[src/sv/icl_pkg.sv]
`timescale 1ns / 1ps
// ----------------------------------------------------------------------------
// icl_pkg
// Shared types and constants of the 32-line interrupt controller: command and
// register offset codes, the decoded operation and the request record that
// travels down the row of line cells.
// ----------------------------------------------------------------------------
package icl_pkg;

	// number of interrupt lines
	localparam int unsigned NUM_LINES_DEF = 32;

	// field widths
	localparam int unsigned LINE_W   = 5;
	localparam int unsigned CMD_W    = 2;
	localparam int unsigned OFS_W    = 12;
	localparam int unsigned COUNT_W  = 6;
	localparam int unsigned MASK_W   = 32;

	// command codes
	localparam logic [CMD_W-1:0] CMD_LEVEL = 2'd0;
	localparam logic [CMD_W-1:0] CMD_READ  = 2'd1;
	localparam logic [CMD_W-1:0] CMD_WRITE = 2'd2;

	// register offsets
	localparam logic [OFS_W-1:0] OFS_STATUS      = 12'h000;
	localparam logic [OFS_W-1:0] OFS_NUMBER      = 12'h004;
	localparam logic [OFS_W-1:0] OFS_DISABLE_ALL = 12'h008;
	localparam logic [OFS_W-1:0] OFS_DISABLE     = 12'h00c;
	localparam logic [OFS_W-1:0] OFS_ENABLE      = 12'h010;

	// decoded operation of one request
	typedef enum logic [2:0] {
		OP_NOP,
		OP_LEVEL,
		OP_RD_STATUS,
		OP_RD_NUMBER,
		OP_CLR_ALL,
		OP_DISABLE,
		OP_ENABLE,
		OP_BAD
	} op_t;

	// request record handed from cell to cell
	typedef struct packed {
		op_t               op;
		logic [LINE_W-1:0] line;
		logic              level;
		logic [COUNT_W-1:0] count;
		logic              found;
		logic [LINE_W-1:0] num;
		logic              irq;
		logic              fiq;
	} item_t;

endpackage

[src/sv/interrupt_controller_32_line.sv]
`timescale 1ns / 1ps
// ----------------------------------------------------------------------------
// interrupt_controller_32_line
// Interrupt controller with line level latching, irq and fiq masks, pending
// count and lowest pending line readout.
// ----------------------------------------------------------------------------
// Each request (line level change, register read or register write) flows
// down a row of NUM_LINES line cells, each registering it in turn, and then
// into an output register. The first cell captures the request at the edge
// that takes it. A new request is taken every cycle; the row stalls only when
// a finished result sits in the output register unclaimed while another
// result is arriving behind it. Every result carries the irq and fiq levels
// as they stand after that request. The fiq mask is written through cfg_we
// and cfg_wdata; the user must write it only while no request is in flight,
// which the block itself does not enforce.
module interrupt_controller_32_line
	import icl_pkg::*;
#(
	parameter int unsigned NUM_LINES = NUM_LINES_DEF
) (
	input  logic                clk,
	input  logic                arst_n,
	input  logic                cfg_we,
	input  logic [MASK_W-1:0]   cfg_wdata,
	input  logic                in_valid,
	output logic                in_ready,
	input  logic [CMD_W-1:0]    command,
	input  logic [LINE_W-1:0]   line_index,
	input  logic                line_level,
	input  logic [OFS_W-1:0]    reg_offset,
	input  logic [LINE_W-1:0]   write_value,
	output logic                out_valid,
	input  logic                out_ready,
	output logic [COUNT_W-1:0]  read_data,
	output logic                irq_out,
	output logic                fiq_out,
	output logic                status
);

	logic                   adv;
	logic [NUM_LINES:0]     chain_valid;
	item_t                  chain_item [NUM_LINES+1];
	item_t                  head;

	logic                   out_valid_q;
	logic [COUNT_W-1:0]     read_data_q;
	logic                   irq_q;
	logic                   fiq_q;
	logic                   status_q;
	item_t                  tail;
	logic [COUNT_W-1:0]     tail_data;

	// decode the incoming request
	always_comb begin
		head       = '0;
		head.op    = OP_NOP;
		head.line  = line_index;
		head.level = line_level;
		unique case (command)
			CMD_LEVEL: head.op = OP_LEVEL;
			CMD_READ: begin
				if (reg_offset == OFS_STATUS)      head.op = OP_RD_STATUS;
				else if (reg_offset == OFS_NUMBER) head.op = OP_RD_NUMBER;
				else                               head.op = OP_BAD;
			end
			CMD_WRITE: begin
				head.line = write_value;
				if (reg_offset == OFS_DISABLE_ALL)  head.op = OP_CLR_ALL;
				else if (reg_offset == OFS_DISABLE) head.op = OP_DISABLE;
				else if (reg_offset == OFS_ENABLE)  head.op = OP_ENABLE;
				else                                head.op = OP_BAD;
			end
			default: head.op = OP_NOP;
		endcase
	end

	// row advances unless a result would overrun the held output
	assign adv      = !(out_valid_q && !out_ready && chain_valid[NUM_LINES]);
	assign in_ready = adv;

	assign chain_valid[0] = in_valid;
	assign chain_item[0]  = head;

	// row of line cells
	for (genvar i = 0; i < NUM_LINES; i++) begin : g_cell
		icl_cell #(
			.IDX(i)
		) u_cell (
			.clk      (clk),
			.arst_n   (arst_n),
			.adv      (adv),
			.cfg_we   (cfg_we),
			.cfg_bit  (cfg_wdata[i]),
			.valid_in (chain_valid[i]),
			.item_in  (chain_item[i]),
			.valid_out(chain_valid[i+1]),
			.item_out (chain_item[i+1])
		);
	end

	// form the read data from the finished request
	always_comb begin
		tail = chain_item[NUM_LINES];
		unique case (tail.op)
			OP_RD_STATUS: tail_data = tail.count;
			OP_RD_NUMBER: tail_data = tail.found ? COUNT_W'(tail.num) : '0;
			default:      tail_data = '0;
		endcase
	end

	// output valid
	always_ff @(posedge clk or negedge arst_n) begin
		if (!arst_n) begin
			out_valid_q <= 1'b0;
		end else if (adv && chain_valid[NUM_LINES]) begin
			out_valid_q <= 1'b1;
		end else if (out_ready) begin
			out_valid_q <= 1'b0;
		end
	end

	// output payload
	always_ff @(posedge clk) begin
		if (adv && chain_valid[NUM_LINES]) begin
			read_data_q <= tail_data;
			irq_q       <= tail.irq;
			fiq_q       <= tail.fiq;
			status_q    <= (tail.op == OP_BAD);
		end
	end

	assign out_valid = out_valid_q;
	assign read_data = read_data_q;
	assign irq_out   = irq_q;
	assign fiq_out   = fiq_q;
	assign status    = status_q;

endmodule

[src/sv/icl_cell.sv]
`timescale 1ns / 1ps
// ----------------------------------------------------------------------------
// icl_cell
// One interrupt line: holds its latched level, irq enable and fiq enable,
// applies a passing request to the level and irq enable and adds its contribution to the
// running count, lowest pending line and output flags.
// ----------------------------------------------------------------------------
module icl_cell
	import icl_pkg::*;
#(
	parameter int unsigned IDX = 0
) (
	input  logic  clk,
	input  logic  arst_n,
	input  logic  adv,
	input  logic  cfg_we,
	input  logic  cfg_bit,
	input  logic  valid_in,
	input  item_t item_in,
	output logic  valid_out,
	output item_t item_out
);

	logic  level_q;
	logic  enable_q;
	logic  fiq_q;
	logic  valid_s1;
	item_t item_s1;

	logic  hit;
	logic  level_n;
	logic  enable_n;
	logic  pend;
	item_t item_n;

	// apply the request to this line
	always_comb begin
		hit      = (item_in.line == LINE_W'(IDX));
		level_n  = level_q;
		enable_n = enable_q;
		if (valid_in) begin
			unique case (item_in.op)
				OP_LEVEL:   if (hit) level_n = item_in.level;
				OP_CLR_ALL: level_n = 1'b0;
				OP_DISABLE: if (hit) enable_n = 1'b0;
				OP_ENABLE:  if (hit) enable_n = 1'b1;
				default:    ;
			endcase
		end
	end

	// accumulate count, lowest pending line and output flags
	always_comb begin
		pend         = level_n & enable_n;
		item_n       = item_in;
		item_n.count = item_in.count + COUNT_W'(pend);
		item_n.irq   = item_in.irq | pend;
		item_n.fiq   = item_in.fiq | (level_n & fiq_q);
		if (!item_in.found && pend) begin
			item_n.found = 1'b1;
			item_n.num   = LINE_W'(IDX);
		end
	end

	// line state
	always_ff @(posedge clk or negedge arst_n) begin
		if (!arst_n) begin
			level_q  <= 1'b0;
			enable_q <= 1'b0;
			fiq_q    <= 1'b0;
		end else begin
			if (adv && valid_in) begin
				level_q  <= level_n;
				enable_q <= enable_n;
			end
			if (cfg_we) begin
				fiq_q <= cfg_bit;
			end
		end
	end

	// stage valid
	always_ff @(posedge clk or negedge arst_n) begin
		if (!arst_n) begin
			valid_s1 <= 1'b0;
		end else if (adv) begin
			valid_s1 <= valid_in;
		end
	end

	// stage payload
	always_ff @(posedge clk) begin
		if (adv) begin
			item_s1 <= item_n;
		end
	end

	assign valid_out = valid_s1;
	assign item_out  = item_s1;

endmodule

[config.mk]
export PLATFORM = sky130hd
export DESIGN_NAME = interrupt_controller_32_line
export DESIGN_NICKNAME = d
export VERILOG_FILES = /design/src/sv/icl_pkg.sv /design/src/sv/interrupt_controller_32_line.sv /design/src/sv/icl_cell.sv
export SDC_FILE = /design/constraint.sdc
export NUM_CORES = 1
export LEC_CHECK = 0
export BUFFER_PORTS_ARGS = -buffer_cell sky130_fd_sc_hd__buf_4
export CORE_UTILIZATION = 30
export DETAILED_ROUTE_END_ITERATION = 8
export PLACE_DENSITY = 0.47
export SLEW_MARGIN = 20
export SYNTH_ARGS = -nofsm -noshare
export SYNTH_HDL_FRONTEND = slang
export SYNTH_SLANG_ARGS = --single-unit
export TNS_END_PERCENT = 50
[constraint.sdc]
create_clock -name clk -period 27.1 [get_ports clk]
set_input_delay 0 -clock clk [delete_from_list [all_inputs] [get_ports clk]]
set_output_delay 0 -clock clk [all_outputs]
set_load 0.05 [all_outputs]
After elaboration in Yosys (flattened, before gate mapping)
Cells that the tools add are included.

word-level totals
  register bits after elaboration = 862
  word-level logic and storage cells = 1050

cells by class
  add/sub/neg operators = 31
  eq/ne operators = 168
  multiplexer cells = 236
  bitwise gates (word level) = 126
  reduce and logical (&&, ||, !) cells = 103

operators by type and width
  operator                                              count
  equality test 3 bit, second input constant            97
  adder 6 x 1 -> 6 bit                                  30
  2-to-1 mux 1 bit                                      163
  case mux 1 bit (2 select lines)                       64
  equality test 3 x 1 -> 1 bit, second input constant   32
  equality test 5 bit, second input constant            16
  logical AND 1 bit                                     66
  bitwise AND 1 bit                                     64
  OR 1 bit                                              62
  equality test 5 x 4 -> 1 bit, second input constant   8
  logical NOT 1 bit                                     33
  equality test 12 x 4 -> 1 bit, second input constant  2
  equality test 5 x 3 -> 1 bit, second input constant   4
  equality test 12 x 3 -> 1 bit, second input constant  1
  equality test 12 x 5 -> 1 bit, second input constant  1
  logical NOT 12 bit                                    1
  2-to-1 mux 3 bit                                      4
  case mux 6 bit (2 select lines)                       1
  equality test 5 x 2 -> 1 bit, second input constant   2
  2-to-1 mux 5 bit                                      2
  case mux 3 bit (3 select lines)                       1
  equality test 3 x 2 -> 1 bit, second input constant   2
  2-to-1 mux 6 bit                                      1
  equality test 5 x 1 -> 1 bit, second input constant   1
  6 further kinds                                       6

Logic depth before layout (Yosys ltp)
  word-level depth = 10
  mapped depth = 9
  gate-level depth less buffers = 9

Modules after synthesis
From an unflattened synthesis, not the netlist that was laid out.

unflattened totals
  cells, all modules = 2306
  area, all modules = 36018.3 µm²

modules (own cells, without submodules)
  module                             times used  cells an instance  area each (µm²)  seq. area each (µm²)
  icl_cell at g_cell[19].u_cell ...  5           71                 1122.3           790.8
  icl_cell at g_cell[10].u_cell ...  5           69                 1102.3           790.8
  icl_cell at g_cell[11].u_cell ...  4           71                 1106.1           790.8
  icl_cell at g_cell[1].u_cell ...   4           69                 1106.1           790.8
  icl_cell at g_cell[16].u_cell ...  3           69                 1092.3           790.8
  icl_cell at g_cell[23].u_cell ...  2           72                 1112.3           790.8
  icl_cell at g_cell[29].u_cell ...  2           72                 1108.6           790.8
  icl_cell at g_cell[18].u_cell ...  2           69                 1091.0           790.8
  icl_cell at g_cell[15].u_cell      1           72                 1116.1           790.8
  icl_cell at g_cell[31].u_cell      1           73                 1112.3           790.8
  icl_cell at g_cell[28].u_cell      1           71                 1108.6           790.8
  icl_cell at g_cell[9].u_cell       1           70                 1107.3           790.8
  icl_cell at g_cell[0].u_cell       1           70                 1104.8           790.8
  interrupt_controller_32_line       1           57                 596.8            295.3

Worst setup path before layout
OpenSTA, ideal clock, no wires.

  path type = register -> register
  start = register out_valid_q, in the netlist out_valid
  end = register g_cell[11].u_cell.enable_q
  arrival time = 22788 ps
  required time = 26957 ps
  slack = 4169 ps
  stages on the path, launching flop included = 7
  buffers on the path = 1
  path through = dfrtp_1 -> nand2b_1 -> nor2_1 -> clkinv_1 -> clkbuf_1 -> nand2_1 -> mux2_2

on the way
  longest elaborated chain between the ends = 4

RTL lines
  what                             RTL line                             source
  start: declaration               interrupt_controller_32_line.sv:45   logic out_valid_q;
  start signal: assignment         interrupt_controller_32_line.sv:114  out_valid_q <= 1'b0;
  start signal: assignment         interrupt_controller_32_line.sv:116  out_valid_q <= 1'b1;
  start signal: assignment         interrupt_controller_32_line.sv:118  out_valid_q <= 1'b0;
  logical AND 1 bit (2 in series)  interrupt_controller_32_line.sv:78   assign adv = !(out_valid_q && !out_ready && chain_valid[NUM_LINES]);
  logical NOT 1 bit                interrupt_controller_32_line.sv:78
  net in_ready                     interrupt_controller_32_line.sv:26   output logic in_ready,
  logical AND 1 bit                icl_cell.sv:72                       if (adv && valid_in) begin
  end signal: assignment           icl_cell.sv:74                       enable_q <= enable_n;
  end: declaration                 icl_cell.sv:25                       logic enable_q;

The timed path passes the listed nets, and every way through them passes these cells.
A chain may end at the register's enable or synchronous reset.

Worst setup path after layout
  start = register out_valid_q, in the netlist out_valid
  end = register g_cell[0].u_cell.enable_q

on the way
  longest elaborated chain between the ends = 4

RTL lines
  what                             RTL line
  logical AND 1 bit (2 in series)  interrupt_controller_32_line.sv:78
  logical NOT 1 bit                interrupt_controller_32_line.sv:78
  logical AND 1 bit                icl_cell.sv:72
  end signal: assignment           icl_cell.sv:74
  end: declaration                 icl_cell.sv:25

No other way between the ends.

==> results.yml <==
clocking:
  tritoncts: "yes"
  postCtsSetupBuffers: 0
  numCtsBuffers: 87
  clockBufferDepth: 3
  clk_latency_ps: 630
  cts.htree.levels: 3
  cts.sinks: 820
  post_cts_resized: 0
  clock-root-buffer: "clkbuf_16"
  clk_pin_slew_ps: 60
finish:
  utilization_pct: 35.9
  multi_input_area_um2: 8880
  drive_gt1_share_pct: 13.4
  fin_cells: 3877
  nFillCells: 10358
  regArea_um2: 24000
  final_nets: 2455
  final_common_cell: "edfxtp_1"
  final_area_um2: 39200
  area_delta_synth_final_pct: 18.5
  layout_common_cells: "edfxtp_1 (691), nand2_1 (208), dfrtp_1 (129), nand3_1 (101), mux2_2 (96)"
placement:
  placed_area_um2: 35500
  dp.cells: 3631
  dpl.hpwl_mm: 37.8
  gp_congestion: 0.750
  io_buffer_count: 72
  pre_cts_ws_ps: 22840
synthesis:
  synth_area_leader_cell: "edfxtp_1"
  syn_area_um2: 33100
  synth_nets: 2215
  synth_ff_type: "edfxtp_1"
  synthXorXnorAreaFrac_pct: 2.97
  synthArstFlopShare_pct: 15.7
  yosysUniqueCellTypes: 68
  yosys_warnings: 0
  synth-compound-area-share_pct: 7.37
  synthAdderAreaFrac_pct: 2.38
  avgSynthCellArea_um2: 15.8
  synth-simple-area-share_pct: 10.8
  ys_seq_area_share_pct: 72.5
  synth_cells: 2090
  synth_top_area_share_pct: 62.7
  synth_seq_cells: 820
  synth_edf_count: 691
  muxShareOfSynthArea_pct: 3.30
  synth_area_leaders: "edfxtp_1 (63%), dfrtp_1 (9.8%), mux2_2 (3.3%)"
  synth_top_family_by_area: "simple AND/OR/NAND/NOR gates"
global_route:
  grt.total_usage_pct: 10.8
  grt_max_degree: 185
  overflow: 0
  grt_pass1_wl_mm: 97.7
  grt_pass1_vias: 18548
  antenna_found_initial: 1
sta:
  setup_ws_ps: 22270
  timing.final.crit_share_pct: 17.8
  skew_ps: 24.9
  tightest_slew_ps: 1040
  rsz0062_at_grt: "false"
  holdWs_ps: 19.8
  fin_crit_ps: 4830
  tns_ps: 0
  max_freq_mhz: 207
  relSlewSlack_pct: 30.5
  slew_violations: 0
  finalSetupViolations: 0
  finalHoldViolCount: 0
power:
  p_per_area_nw_per_um2: 111
  p_leak_nw: 14.9
  irDropWorstVdd_mv: 0.0497
  finalPower_mw: 4.34
route:
  ant_nets: 0
  dr_total_vias: 17820
  viasPerCell: 4.60
  drc: 0
  drtIter0Drc: 1250
  wirelength_mm: 59.6
  wire_per_inst_um: 15.4
  drt-pass1-iter-count: 5
worst_setup_path:
  crit_fanout: 172
  arrival_ps: 5390
  path_class: "register to register"
  worstPathRequired_ps: 27660
  cp-start-kind: "register"
  setup.worst_path.end_class: "register"
min_path:
  hp-class: "primary input to register"
die:
  die_area_um2: 112000
  die_w_um: 334
  num_rows: 121
  die_h_um: 334
  pin_count: 73
  core-area_um2: 109000
  start_util_pct: 30.3
run:
  drv_cap: 0
run_status:
  status: "finished, final reports clean"
-- path summary, 6_finish.rpt --
kind                                                from                         end  slack (ps)  cells after the start
hold / removal                                    cfg_we     g_cell[13].u_cell.fiq_q          20                      2
max in group asynchronous                         arst_n    g_cell[4].u_cell.level_q       25160                      4
min in group asynchronous                         arst_n  g_cell[14].u_cell.enable_q         520                      3
setup reg to reg                               out_valid   g_cell[0].u_cell.enable_q       22270                     11
setup / recovery                               out_valid   g_cell[0].u_cell.enable_q       22270                     11
hold reg to reg            g_cell[31].u_cell.item_out[0]                     fiq_out         440                      0
-- per-layer routing --
metal	track usage, %	share of wire [%]	vias up
li1	-	-	8607
met1	14.0	46	8831
met2	18.0	48	273
met3	1.93	3.3	109
met4	3.95	3.0	0
met5	0	0	-
-- layout make-up --
| class | count | share of cell area (%) |
|---|---|---|
| Tap cell | 1476 | 4.71 |
| Sequential cell | 820 | 61.2 |
| Antenna cell | 1 | 0.00638 |
| Multi-Input combinational cell | 1208 | 22.6 |
| Clock inverter | 38 | 1.02 |
| Clock buffer | 121 | 6.19 |
| Timing Repair Buffer | 165 | 3.80 |
| Inverter | 48 | 0.479 |
-- synthesized netlist by cell type, drive strengths merged (20+ instances only) --
master   number
xor2         43
a32o         21
nand4bb      35
inv          47
ha           63
nand3b       54
nor4         29
or3          23
dfrtp       129
o21bai       76
nand3       101
nand2       209
a21o         33
o31ai        30
o22a         24
o31a         24
o21a         48
edfxtp      691
mux2         96
nand2b       66
and3         20
xnor2        69
-- cells by family after synthesis --
family | count (synthesis)
simple gates | 625
xor+xnor | 112
buf+inv | 62
compound gates | 311
flops | 820
fa+ha+maj | 63
mux | 97
-- flip-flops by register name (all words and copies together), names as in the netlist --
name and flops:
g_cell.u_cell.item_out 682, g_cell.u_cell.enable_q 32, g_cell.u_cell.fiq_q 32, g_cell.u_cell.level_q 32, g_cell.u_cell.valid_out 32, read_data 6, fiq_out 1, irq_out 1
out_valid 1, status 1
-- critical path: stages (launching register included) --
cell and delay, ps:
dfrtp_1 370, nand2b_1 150, nor2_4 40, buf_4 300, inv_8 680, buf_12 650, buf_4 620, nand2_1 190
o21bai_1 220, dlygate4sd3_1 570, o21ai_0 150, dlygate4sd3_1 570
-- power by group --
part	total [mW]	internal, mW	switching, mW	leakage, nW
clock	1.18	0.694	0.482	1.38
combinational	0.616	0.303	0.313	4.62
sequential	2.55	2.15	0.396	8.95
-- repair_timing --
action                     in CTS  in global routing
hold buffers                   86                  0
setup endpoints to repair       0                  0
hold endpoints to repair      116                  0
(Power assumes the default switching activity.)
